### config.mk
export PLATFORM = sky130hd
export DESIGN_NAME = fptd_ctrl
export DESIGN_NICKNAME = d
export VERILOG_FILES = /design/src/rtl/fptd_pkg.sv /design/src/rtl/fptd_ctrl.sv
export SDC_FILE = /design/constraint.sdc
export NUM_CORES = 1
export LEC_CHECK = 0
export BUFFER_PORTS_ARGS = -buffer_cell sky130_fd_sc_hd__buf_2
export CAP_MARGIN = 20
export CELL_PAD_IN_SITES_DETAIL_PLACEMENT = 0
export CELL_PAD_IN_SITES_GLOBAL_PLACEMENT = 1
export CORE_MARGIN = 5
export CORE_UTILIZATION = 40
export CTS_CLUSTER_SIZE = 10
export DETAILED_ROUTE_END_ITERATION = 6
export PLACE_DENSITY_LB_ADDON = 0.1
export SYNTH_ARGS = -nofsm -noshare
export SYNTH_HDL_FRONTEND = slang
export SYNTH_SLANG_ARGS = --single-unit
### constraint.sdc
create_clock -name clk_i -period 5.3 [get_ports clk_i]
set_clock_uncertainty 0.1 [all_clocks]
set_input_delay 0.53 -clock clk_i [delete_from_list [all_inputs] [get_ports clk_i]]
set_output_delay 0.53 -clock clk_i [all_outputs]
set_load 0.005 [all_outputs]
### src/rtl/fptd_pkg.sv
// ----------------------------------------------------------------------------
// fptd_pkg
// Shared types and constants for the fft peak tone detector.
// ----------------------------------------------------------------------------
`default_nettype none

package fptd_pkg;

  localparam int unsigned MaxPointsDef = 1024;
  localparam int unsigned DataWidth    = 32;
  localparam int unsigned TwWidth      = 16;
  localparam int unsigned TwFrac       = TwWidth - 1;
  localparam int unsigned RateWidth    = 19;
  localparam int unsigned PeakWidth    = 10;
  localparam int unsigned SizeLogWidth = 4;
  localparam logic [RateWidth-1:0] RateReset = RateWidth'(44100);

  typedef enum logic [2:0] {
    W_SAMPLE = 3'd0,
    W_ZERO   = 3'd1,
    W_RDA    = 3'd2,
    W_RDB    = 3'd3,
    W_SUM    = 3'd4,
    W_DIFF   = 3'd5
  } wsel_e;

  typedef struct packed {
    logic  rd_en;
    logic  wr_en;
    wsel_e wsel;
    logic  prod_en;
    logic  sq_en;
    logic  cmp_en;
    logic  cmp_first;
    logic  out_load;
    logic  out_empty;
    logic  out_drop;
  } cmd_t;

  typedef struct packed {
    logic out_free;
  } sts_t;

endpackage

`default_nettype wire

### src/rtl/fptd_ctrl.sv
// ----------------------------------------------------------------------------
// fptd_ctrl
// Frame sequencer: load, zero pad, bit reversal, butterfly stages, peak
// search and result hand-off.
// ----------------------------------------------------------------------------
`default_nettype none

module fptd_ctrl #(
  parameter int unsigned MaxPoints = fptd_pkg::MaxPointsDef,
  parameter int unsigned Aw        = (MaxPoints > 2) ? $clog2(MaxPoints) : 1,
  parameter int unsigned Tww       = (Aw > 1) ? Aw - 1 : 1,
  parameter int unsigned Lgw       = $clog2(Aw + 1)
) (
  input  wire                  clk_i,
  input  wire                  rst_ni,
  input  wire                  in_valid_i,
  input  wire                  last_i,
  output logic                 in_stall_o,
  input  fptd_pkg::sts_t       sts_i,
  output fptd_pkg::cmd_t       cmd_o,
  output logic [Aw-1:0]        rd_a_o,
  output logic [Aw-1:0]        rd_b_o,
  output logic [Aw-1:0]        wr_addr_o,
  output logic [Tww-1:0]       tw_idx_o,
  output logic [Aw-1:0]        bin_idx_o,
  output logic [Lgw-1:0]       lg_o
);

  typedef enum logic [11:0] {
    S_IDLE   = 12'b000000000001,
    S_PAD    = 12'b000000000010,
    S_REV    = 12'b000000000100,
    S_SWP1   = 12'b000000001000,
    S_SWP2   = 12'b000000010000,
    S_BF_RD  = 12'b000000100000,
    S_BF_MUL = 12'b000001000000,
    S_BF_WK  = 12'b000010000000,
    S_BF_WI  = 12'b000100000000,
    S_MAG_RD = 12'b001000000000,
    S_MAG_SQ = 12'b010000000000,
    S_MAG_CM = 12'b100000000000
  } state_e;

  state_e state_q, state_d;
  logic [Aw:0]    cnt_q, cnt_d, ptr_q, ptr_d, n_pts, cnt_inc;
  logic           drop_q, drop_d, done_q, done_d;
  logic [Lgw-1:0] lg_q, lg_d, stg_q, stg_d;
  logic [Tww-1:0] bf_q, bf_d, hmask, jdx, grp, bf_last;
  logic [Aw-1:0]  bi, bk, rev_full, rev, ptr_a;

  always_comb begin
    n_pts   = (Aw+1)'(1) << lg_q;
    cnt_inc = cnt_q + (Aw+1)'(1);
    ptr_a   = ptr_q[Aw-1:0];
    for (int b = 0; b < Aw; b++) rev_full[b] = ptr_a[Aw-1-b];
    rev     = rev_full >> (Lgw'(Aw) - lg_q);
    hmask   = (Tww'(1) << (stg_q - Lgw'(1))) - Tww'(1);
    jdx     = bf_q & hmask;
    grp     = bf_q >> (stg_q - Lgw'(1));
    bi      = (Aw'(grp) << stg_q) | Aw'(jdx);
    bk      = bi | (Aw'(1) << (stg_q - Lgw'(1)));
    bf_last = (Tww'(1) << (lg_q - Lgw'(1))) - Tww'(1);
  end

  always_comb begin
    state_d = state_q;
    cnt_d   = cnt_q;
    drop_d  = drop_q;
    lg_d    = lg_q;
    ptr_d   = ptr_q;
    stg_d   = stg_q;
    bf_d    = bf_q;
    done_d  = done_q;
    cmd_o   = '0;
    cmd_o.wsel      = fptd_pkg::W_ZERO;
    cmd_o.out_empty = (cnt_q == '0);
    cmd_o.out_drop  = drop_q;
    rd_a_o    = ptr_a;
    rd_b_o    = rev;
    wr_addr_o = ptr_a;
    tw_idx_o  = Tww'(jdx << (Lgw'(Aw) - stg_q));
    bin_idx_o = ptr_a;
    in_stall_o = (state_q != S_IDLE) || done_q;
    case (state_q)
      S_IDLE: begin
        if (done_q) begin
          if (sts_i.out_free) begin
            cmd_o.out_load = 1'b1;
            cnt_d  = '0;
            drop_d = 1'b0;
            lg_d   = Lgw'(1);
            done_d = 1'b0;
          end
        end else if (in_valid_i) begin
          wr_addr_o = cnt_q[Aw-1:0];
          if (cnt_q < (Aw+1)'(MaxPoints)) begin
            cmd_o.wr_en = 1'b1;
            cmd_o.wsel  = fptd_pkg::W_SAMPLE;
            cnt_d = cnt_inc;
            if (cnt_inc > n_pts) lg_d = lg_q + Lgw'(1);
          end else begin
            drop_d = 1'b1;
          end
          if (last_i) begin
            state_d = S_PAD;
            ptr_d   = cnt_d;
          end
        end
      end
      S_PAD: begin
        if (ptr_q >= n_pts) begin
          state_d = S_REV;
          ptr_d   = '0;
        end else begin
          cmd_o.wr_en = 1'b1;
          ptr_d = ptr_q + (Aw+1)'(1);
        end
      end
      S_REV, S_SWP2: begin
        if (state_q == S_SWP2) begin
          cmd_o.wr_en = 1'b1;
          cmd_o.wsel  = fptd_pkg::W_RDB;
        end
        if (state_q == S_REV && ptr_a < rev) begin
          cmd_o.rd_en = 1'b1;
          state_d = S_SWP1;
        end else if (ptr_q == n_pts - (Aw+1)'(1)) begin
          state_d = S_BF_RD;
          stg_d   = Lgw'(1);
          bf_d    = '0;
        end else begin
          state_d = S_REV;
          ptr_d   = ptr_q + (Aw+1)'(1);
        end
      end
      S_SWP1: begin
        cmd_o.wr_en = 1'b1;
        cmd_o.wsel  = fptd_pkg::W_RDA;
        wr_addr_o   = rev;
        state_d     = S_SWP2;
      end
      S_BF_RD: begin
        cmd_o.rd_en = 1'b1;
        rd_a_o  = bi;
        rd_b_o  = bk;
        state_d = S_BF_MUL;
      end
      S_BF_MUL: begin
        cmd_o.prod_en = 1'b1;
        state_d = S_BF_WK;
      end
      S_BF_WK: begin
        cmd_o.wr_en = 1'b1;
        cmd_o.wsel  = fptd_pkg::W_DIFF;
        wr_addr_o   = bk;
        state_d     = S_BF_WI;
      end
      S_BF_WI: begin
        cmd_o.wr_en = 1'b1;
        cmd_o.wsel  = fptd_pkg::W_SUM;
        wr_addr_o   = bi;
        state_d     = S_BF_RD;
        if (bf_q == bf_last) begin
          bf_d = '0;
          if (stg_q == lg_q) begin
            state_d = S_MAG_RD;
            ptr_d   = '0;
          end else begin
            stg_d = stg_q + Lgw'(1);
          end
        end else begin
          bf_d = bf_q + Tww'(1);
        end
      end
      S_MAG_RD: begin
        cmd_o.rd_en = 1'b1;
        state_d = S_MAG_SQ;
      end
      S_MAG_SQ: begin
        cmd_o.sq_en = 1'b1;
        state_d = S_MAG_CM;
      end
      S_MAG_CM: begin
        cmd_o.cmp_en    = 1'b1;
        cmd_o.cmp_first = (ptr_q == '0);
        if (ptr_q == cnt_q - (Aw+1)'(1)) begin
          state_d = S_IDLE;
          done_d  = 1'b1;
        end else begin
          state_d = S_MAG_RD;
          ptr_d   = ptr_q + (Aw+1)'(1);
        end
      end
      default: begin
        state_d = S_IDLE;
      end
    endcase
  end

  always_ff @(posedge clk_i or negedge rst_ni) begin
    if (!rst_ni) begin
      state_q <= S_IDLE;
      cnt_q   <= '0;
      drop_q  <= 1'b0;
      done_q  <= 1'b0;
      lg_q    <= Lgw'(1);
      ptr_q   <= '0;
      stg_q   <= Lgw'(1);
      bf_q    <= '0;
    end else begin
      state_q <= state_d;
      cnt_q   <= cnt_d;
      drop_q  <= drop_d;
      done_q  <= done_d;
      lg_q    <= lg_d;
      ptr_q   <= ptr_d;
      stg_q   <= stg_d;
      bf_q    <= bf_d;
    end
  end

  assign lg_o = lg_q;

endmodule

`default_nettype wire
==> metrics.txt, run 1 <==
clk slew on worst S/H paths 0.08 ns; IO Count 71; vias in the first global route 9009; ratio of cells with drive above 1 in the final layout 0.1496; placed insts 1442; Slew Viols, Final 0; Post-Syn Area per Cell 7.517 um^2; Final Non-Filler Cells 1450; pin count of the biggest net entering global routing 54; Worst Setup SP lg_o[1]$_DFFE_PN0P_; Netlist cell types 92; Vias 9204; Worst-Skew Late Latency 0.31 ns; status complete, no violations; r2r setup slk 0.43 ns; hold_buf cts 0; Synth top area share 0.1423; vias per cell 6.348; Port Buffers 70; Resized Gates After CTS 0; P&R area growth vs syn 6.587%; Post-synth EDFFs 0; WS Path Type reg -> reg; Static Leak 3.993 nW; Initial Utilization 0.4042; Least-Margin Pin Slew 0.9606 ns; crit-path cells inv_1, ha_1, mux2_2, nor2_1, a211oi_1, nor2_1, o21ai_0, inv_1, ha_1, o21ai_0, a21oi_1, nor2b_1, o21ai_0, o21a_1, o2111ai_1, o41a_1, o21ai_1; Final Hold Fails 0; synthesis-stage register bit count 53; crit-path max cell delay 0.78 ns; Yosys top cell by area dfrtp_1; Iteration-0 DRC Markers 811; Mapped Area 0.008795 mm^2; number of max-cap violations 0; Worst Setup End Kind flop; R2R cell count 17; GP Congestion 0.8766; worst-path maximum fanout 26; Final nets 1229; initial antenna violation count 0; Setup Fix Bufs, Post-CTS 0; startpoint type of the worst setup path flop; Root Driver clkbuf_16; commonest register cell after synthesis dfrtp_1; Crit path required time 5.44 ns; CTS buffer count 5; first-pass GRT wire length 52.33 mm; Hold Path Class in -> async; most used cell, CP o21ai_0; Period Utilization, post-route 0.9182; grt total ovfl 0; Synth area leaders dfrtp_1 14%, ha_1 7.8%, xor2_1 3.9%, nor2_1 3.8%, nand2_1 3.8%; post-layout util 0.4309; Max Freq 205.5 MHz; antenna-violating nets left 0; Cells after Synth 1170; hpwl dp 25.39 mm; RSZ-0062 raised after global routing no; CTS tree done; final critical-path required period 4.867 ns; Min Hold Slack 0.2521 ns; Longest Clk Path Bufs 2; launching point of the worst reg2reg path lg_o[1]$_DFFE_PN0P_; worst path bufs/invs 2; drt drc 0; Worst VDD drop 0.2225 mV; CP delay by family, top compound AO/OA/AOI/OAI gates; CP max stage cell o21a_1; Rows 54; Yosys warnings 0; Crit Reg-Reg Endpoint stg_q[3]$_DFFE_PN0P_; Routed WL per cell 23.18 um; final setup vio count 0; Sink Count 53; die footprint 0.02505 mm^2; asr flop ratio synth 1.000; Routed WL 33.61 mm; Die Width 158.3 um; Die H 158.3 um; sequential share of the synthesized area 0.1512; DR pass1 iterations 5; pwr/cell area 249.0 mW/mm^2; Synthesized Nets 1230; diode count 0; Total GRT Usage 0.2648; CORE AREA 0.02176 mm^2; CP arrival 5.01 ns; Fin Setup TNS 0 ns; H-tree depth 2; Slew headroom 0.3596
-- cells by family (layout without fill, tap and decap cells) --
logic type | count (synthesis) | in the layout | synth area share
adders and majority gates | 55 | 55 | 0.07825
and+or+nand+nor | 414 | 414 | 0.2485
buffers and inverters | 154 | 154 | 0.07810
muxes | 51 | 51 | 0.06872
DFF | 53 | 53 | 0.1512
AOI/OAI and AO/OA | 368 | 368 | 0.2989
xor gates and xnor gates | 75 | 75 | 0.07626
-- worst max path at each step --
stage	to	cells after the start
4_1_cts	stg_q[3]$_DFFE_PN0P_	17
5_1_grt	stg_q[3]$_DFFE_PN0P_	17
2_1_floorplan	stg_q[2]$_DFFE_PN0P_	17
6_report	stg_q[3]$_DFFE_PN0P_	17
3_5_place_dp	stg_q[3]$_DFFE_PN0P_	17
3_3_place_gp	stg_q[3]$_DFFE_PN0P_	17
-- layout by cell type, fill, tap and decap left out, types with 26 or more instances in the layout --
cell,netlist,routed
buf_4,12,33
nand3_1,47,47
a21oi_1,61,61
nand2_1,89,89
nor3_1,45,45
o211ai_1,26,26
buf_2,15,70
ha_1,55,55
nor2_1,90,90
o21ai_0,64,64
xor2_1,39,39
dfrtp_1,50,50
xnor2_1,35,35
inv_1,40,40
mux2i_1,30,30
-- registers in the layout, indices dropped and copies added (netlist names) --
| name | flops |
|---|---|
| bf_q | 9 |
| cnt_q | 11 |
| done_q | 1 |
| drop_q | 1 |
| lg_o | 4 |
| ptr_q | 11 |
| state_q | 12 |
| stg_q | 4 |
-- cell usage after synthesis (all sizes together), types with 7 or more instances --
master / count
a211o: 7
a211oi: 22
a21o: 14
a21oi: 61
a22oi: 9
a31oi: 11
a32oi: 9
and2: 13
and3: 14
buf: 46
clkbuf: 65
dfrtp: 50
ha: 55
inv: 42
mux2: 15
mux2i: 30
nand2: 89
nand2b: 12
nand3: 47
nand3b: 9
nand4: 9
nor2: 91
nor2b: 12
nor3: 45
nor3b: 8
nor4: 13
o2111ai: 24
o211ai: 27
o21a: 16
o21ai: 80
o221ai: 7
o31ai: 13
or2: 7
or3: 12
or4: 7
xnor2: 35
xor2: 39
-- worst register-to-register path: cells and delay by family (launching register included) --
kind / cells / cell delay [ns]
adder cells (fa/ha/maj): 2 / 0.93
multiplexers: 1 / 0.27
AO/OA/AOI/OAI: 9 / 2.48
buffers and inverters: 2 / 0.26
flip-flops: 1 / 0.60
AND/OR/NAND/NOR: 3 / 0.18
-- per-stage QoR --
stage                     cell area [um^2]  power (mW)  worst slack, ns
after floorplan                       8795       1.499           0.8261
after global placement                9218       1.951           0.6300
after detailed placement              9218       1.944           0.5213
after CTS                             9374       2.321           0.4842
after global routing                  9374       2.497        0.0006204
final                                 9374       2.334           0.4334
-- power by group --
group | leakage, nW | switching [mW] | internal [mW]
sequential | 0.707 | 0.118 | 0.442
clock | 0.0775 | 0.180 | 0.192
combinational | 3.21 | 0.830 | 0.572
total | 3.99 | 1.13 | 1.21
-- final cells by class --
type                       count  area (um^2)
timing repair buffer         103        598.1
clock buffer                   6        138.9
clock inverter                 2        17.52
sequential                    53         1330
tap                          280        350.3
multi-input combinational    963         6778
fill                        2274        12380
inverter                      43        161.4
-- per-layer routing --
metal / share of wire / up-vias / global-route usage
met5: 0 / - / 0
met3: 0.042 / 56 / 0.02908
li1: - / 4383 / -
met1: 0.45 / 4496 / 0.3621
met4: 0.029 / 0 / 0.08733
met2: 0.48 / 269 / 0.4371
Power figures use the tool's default switching activity.
==> run 2: changes to the inputs <==
clock period = 4.8 ns   (was 5.3 ns; I/O delays follow)
==> run 2 against run 1 <==
Against the previous run: cell area grew 1.3%; worst hold slack lost 0.023 ns; register-to-register slack lost 0.05 ns; critical path depth shrank 5; cell count grew 0.97%; count of clock-buffer cells in the layout shrank 1; sequential power grew 4.5%; non-clock buffer count grew 14; sequential cell count is the same.
==> metrics.txt, run 2 (synthesis gave the netlist of run 1 again) <==
Total GRT Usage 0.2678 (+0.002998); clk slew on worst S/H paths 0.09 ns (about the same); Worst Setup SP lg_o[0]$_DFFE_PN1P_; vias in the first global route 8988 (-0.23%); Slew headroom 0.4509 (+0.09137); crit-path max cell delay 0.54 ns (-0.24 ns); Top reg by flops state_q; Iteration-0 DRC Markers 762 (-6.0%); Static Leak 4.071 nW (+1.9%); top flop regs state_q (12), cnt_q (11), ptr_q (11); most common cell after layout, fill and taps aside nor2_1; R2R cell count 14 (-3); Sink Count 53 (unchanged); Period Utilization, post-route 0.9395; P&R area growth vs syn 7.995%; Routed WL 34.23 mm (+1.8%); Max Freq 221.7 MHz; CTS buffer count 5 (unchanged); WS Path Type reg -> out; Crit Reg-Reg Endpoint stg_q[0]$_DFFE_PN1P_; CORE AREA 0.02176 mm^2 (unchanged); Routed WL per cell 23.38 um (+0.86%); vias per cell 6.408 (+0.95%); placed instance area 0.009323 mm^2 (+1.1%); antenna-violating nets left 0 (unchanged); initial antenna violation count 0 (unchanged); Port Buffers 70 (unchanged); grt total ovfl 0 (unchanged); Min Hold Slack 0.2293 ns (-0.02280 ns); pwr/cell area 280.7 mW/mm^2 (+13%); CTS tree done; Setup Fix Bufs, Post-CTS 0 (unchanged); CP arrival 3.93 ns (-1.08 ns); drt drc 0 (unchanged); r2r setup slk 0.38 ns (-0.05 ns); first-pass GRT wire length 52.70 mm (+0.71%); GP Congestion 0.9295 (+6.0%); number of max-cap violations 0 (unchanged); Die Width 158.3 um (unchanged); ratio of cells with drive above 1 in the final layout 0.1596 (+0.01006); RSZ-0062 raised after global routing no; Largest register FFs 12 (unchanged); number of fill cells 2342 (+3.0%); Crit path required time 4.22 ns (-1.22 ns); Die H 158.3 um (unchanged); Final Power 2.666 mW (+14%); Hold Path Class in -> async; IO Count 71 (unchanged); Longest Clk Path Bufs 2 (unchanged); pin count of the biggest net entering global routing 54 (unchanged); Fin Setup TNS 0 ns (unchanged); final critical-path required period 4.510 ns; Final nets 1243 (+1.1%); Rows 54 (unchanged); startpoint type of the worst setup path flop; Finished Cell Area 0.009498 mm^2 (+1.3%); most frequent cells in the layout 90 x nor2_1, 89 x nand2_1, 70 x buf_2; Worst-Skew Late Latency 0.31 ns (about the same); Resized Gates After CTS 0 (unchanged); Worst VDD drop 0.2246 mV (+0.93%); Vias 9381 (+1.9%); fin worst setup slack 0.2902 ns (-0.1432 ns); hpwl dp 25.68 mm (+1.2%); diode count 0 (unchanged); status complete, no violations; Initial Utilization 0.4042 (unchanged); die footprint 0.02505 mm^2 (unchanged); DR pass1 iterations 5 (unchanged); crit-path cells buf_4, ha_1, ha_1, nand2_1, ha_1, nand3_1, o21bai_1, a311oi_1, buf_4, nor3_1, or4_1, buf_2; worst-path maximum fanout 18 (-31%); Root Driver clkbuf_16; most used cell, CP ha_1; final setup vio count 0 (unchanged); Final Hold Fails 0 (unchanged); Least-Margin Pin Slew 0.8236 ns (-0.1371 ns); hold_buf cts 0 (unchanged); Slew Viols, Final 0 (unchanged); H-tree depth 2 (unchanged); Worst Setup End Kind output pin; launching point of the worst reg2reg path lg_o[0]$_DFFE_PN1P_; dpl ws 0.4570 ns (-0.06433 ns); CP max stage cell dfstp_2
[run 2: critical path: cells and delay by family, from the launching register on]
family | cells | cell delay (ns)
adder cells (fa/ha/maj) | 3 | 1.11
AND/OR/NAND/NOR | 4 | 0.85
buffers and inverters | 3 | 0.63
flip-flops | 1 | 0.54
AO/OA/AOI/OAI | 2 | 0.47
[run 2: how the worst max path moves through the flow]
| stage | to | slack (ns) |
|---|---|---|
| after floorplan | stg_q[2]$_DFFE_PN0P_ | 0.33 |
| after global placement | stg_q[0]$_DFFE_PN1P_ | 0.54 |
| after detailed placement | stg_q[0]$_DFFE_PN1P_ | 0.46 |
| after CTS | cmd_o[10] | 0.29 |
| after global routing | tw_idx_o[5] | 0.06 |
| final | cmd_o[10] | 0.29 |
[run 2: final cells by class]
| class | count | area [um^2] | share of cell area |
|---|---|---|---|
| multi-input cells | 963 | 6778 | 0.7136 |
| flip-flops and latches | 53 | 1330 | 0.1400 |
| repair buffers | 117 | 703.2 | 0.07403 |
| well taps | 280 | 350.3 | 0.03689 |
| inverters | 43 | 161.4 | 0.01699 |
| clock buffers | 5 | 125.1 | 0.01317 |
| clock inverters | 3 | 50.05 | 0.005269 |
[run 2: layer usage]
| layer | global-route usage | vias up | share of wire |
|---|---|---|---|
| li1 | - | 4415 | - |
| met1 | 0.3678 | 4614 | 0.45 |
| met2 | 0.4361 | 292 | 0.47 |
| met3 | 0.03289 | 60 | 0.051 |
| met4 | 0.09180 | 0 | 0.035 |
| met5 | 0 | - | 0 |
[run 2: metrics by stage]
step	util	std cells
2_1_floorplan	-	1170
3_3_place_gp	0.4285	1456
3_5_place_dp	0.4285	1456
4_1_cts	0.4366	1464
5_1_grt	0.4366	1464
6_report	0.4366	1464
[run 2: power breakdown]
group          leakage, nW  switching, mW  internal, mW  total, mW
clock               0.0859          0.208         0.252      0.461
sequential           0.707         0.0959         0.489      0.585
combinational         3.28          0.964         0.656       1.62
==> run 3: changes to the inputs <==
CORE_UTILIZATION = 46   (was 40)
==> run 3 against run 2 <==
Against the previous run: cell count decreased by 3.5%; routed wire length decreased by 5.2%; critical endpoint is now wr_addr_o[7]; global-route usage increased by 2.0 points; setup slack got worse by 0.091 ns; clock power decreased by 11%; highest routed layer unchanged; maximum frequency decreased by 2.0%.
==> metrics.txt, run 3 (synthesis gave the netlist of run 1 again) <==
status complete, no violations; CORE AREA 0.01877 mm^2 (-14%); CP max stage cell dfstp_2; number of max-cap violations 0 (unchanged); final setup vio count 0 (unchanged); clk slew on worst S/H paths 0.08 ns (about the same); Hold Path Class in -> async; Routed WL per cell 22.97 um (-1.8%); Sink Count 53 (unchanged); grt total ovfl 0 (unchanged); GP Congestion 0.9310 (+0.16%); Root Driver clkbuf_16; Final Power 2.600 mW (-2.5%); drt drc 0 (unchanged); first-pass GRT wire length 50.69 mm (-3.8%); fin worst setup slack 0.1997 ns (-0.09051 ns); Period Utilization, post-route 0.9584 (+0.01886); CP arrival 4.02 ns (+0.09 ns); Crit Reg-Reg Endpoint stg_q[0]$_DFFE_PN1P_; launching point of the worst reg2reg path lg_o[0]$_DFFE_PN1P_; diode count 0 (unchanged); Worst VDD drop 0.2384 mV (+6.2%); Iteration-0 DRC Markers 791 (+3.8%); Longest Clk Path Bufs 2 (unchanged); Top reg by flops state_q; r2r setup slk 0.32 ns (-0.06 ns); worst-path maximum fanout 22 (+4); CTS buffer count 5 (unchanged); CTS tree done; startpoint type of the worst setup path flop; Vias 9347 (-0.36%); Worst Setup End Kind output pin; most common cell after layout, fill and taps aside nor2_1; antenna-violating nets left 0 (unchanged); ratio of cells with drive above 1 in the final layout 0.1586 (-0.001019); Largest register FFs 12 (unchanged); worst path bufs/invs 3 (unchanged); crit-path max cell delay 0.70 ns (+0.16 ns); Least-Margin Pin Slew 0.8878 ns (+0.06421 ns); R2R cell count 14 (unchanged); Static Leak 4.045 nW (-0.63%); pin count of the biggest net entering global routing 54 (unchanged); Final Hold Fails 0 (unchanged); Slew Viols, Final 0 (unchanged); Fin Setup TNS 0 ns (unchanged); crit-path cells inv_1, ha_1, buf_4, mux4_2, nor2_1, or3_1, mux4_2, a211o_1, nand2_1, o21ai_0, a31oi_1, buf_2; post-layout util 0.5003 (+0.06377); Slew headroom 0.4081 (-0.04280); Die H 148.3 um (-6.3%); Worst-Skew Late Latency 0.31 ns (about the same); DR pass1 iterations 5 (unchanged); hold_buf cts 0 (unchanged); initial antenna violation count 0 (unchanged); top flop regs state_q (12), cnt_q (11), ptr_q (11); Finished Cell Area 0.009390 mm^2 (-1.1%); most used cell, CP mux4_2; most frequent cells in the layout 90 x nor2_1, 89 x nand2_1, 70 x buf_2; number of fill cells 1943 (-17%); pwr/cell area 276.8 mW/mm^2 (-1.4%); vias in the first global route 8696 (-3.2%); Final nets 1238 (-0.40%); H-tree depth 2 (unchanged); Crit path required time 4.22 ns (about the same); Max Freq 217.4 MHz (-2.0%); CP delay by family, top multiplexers; Rows 50 (-7.4%); Die Width 148.3 um (-6.3%); Routed WL 32.46 mm (-5.2%); Total GRT Usage 0.2878 (+0.02007); Setup Fix Bufs, Post-CTS 0 (unchanged); P&R area growth vs syn 6.772%; vias per cell 6.615 (+3.2%); final critical-path required period 4.600 ns (+0.09051 ns); WS Path Type reg -> out; RSZ-0062 raised after global routing no; IO Count 71 (unchanged); placed instance area 0.009228 mm^2 (-1.0%); Port Buffers 70 (unchanged); hpwl dp 24.16 mm (-5.9%); die footprint 0.02198 mm^2 (-12%); dpl ws 0.3422 ns (-0.1148 ns); Initial Utilization 0.4686 (+0.06436)
run 3: worst max-delay path by stage:
stage	start	endpoint	cells after the start	slack (ns)
floorplan	lg_o[0]$_DFFE_PN1P_	stg_q[2]$_DFFE_PN0P_	17	0.33
global placement	lg_o[0]$_DFFE_PN1P_	ptr_q[4]$_DFFE_PN0P_	14	0.41
detailed placement	lg_o[0]$_DFFE_PN1P_	stg_q[0]$_DFFE_PN1P_	14	0.34
CTS	lg_o[0]$_DFFE_PN1P_	cmd_o[10]	11	0.12
global route	stg_q[0]$_DFFE_PN1P_	wr_addr_o[7]	12	0.03
finish	stg_q[0]$_DFFE_PN1P_	wr_addr_o[7]	12	0.20
run 3: timing repair:
item / in CTS / in global routing
endpoints found under the hold margin: 0 / 0
resized for setup: 0 / 3
setup endpoints to repair: 0 / 4
run 3: power by group:
group          switching (mW)  internal [mW]
registers              0.0909          0.489
clock network           0.201          0.209
logic                   0.960          0.650
total                    1.25           1.35
run 3: per-stage QoR:
stage | std cells | hold slack [ns]
4_1_cts | 1413 | 0.2423
3_5_place_dp | 1405 | 0.4033
2_1_floorplan | 1170 | 0.08441
5_1_grt | 1413 | 0.2641
3_3_place_gp | 1405 | 0.3966
6_report | 1413 | 0.2015
run 3: layer usage:
layer | vias to the layer above | global-route usage | part of all wire
li1 | 4411 | - | -
met1 | 4491 | 0.3946 | 0.44
met2 | 372 | 0.4659 | 0.46
met3 | 73 | 0.04052 | 0.066
met4 | 0 | 0.09885 | 0.038
met5 | - | 0 | 0
run 3: layout make-up:
cell class              instances  area, um^2  share of cell area
clock buffers                   6       138.9             0.01479
clock inverters                 2       13.76            0.001466
inverters                      43       161.4             0.01719
multi-input cells             963        6788              0.7229
flip-flops and latches         53        1330              0.1416
well taps                     234       292.8             0.03118
repair buffers                112       665.6             0.07089
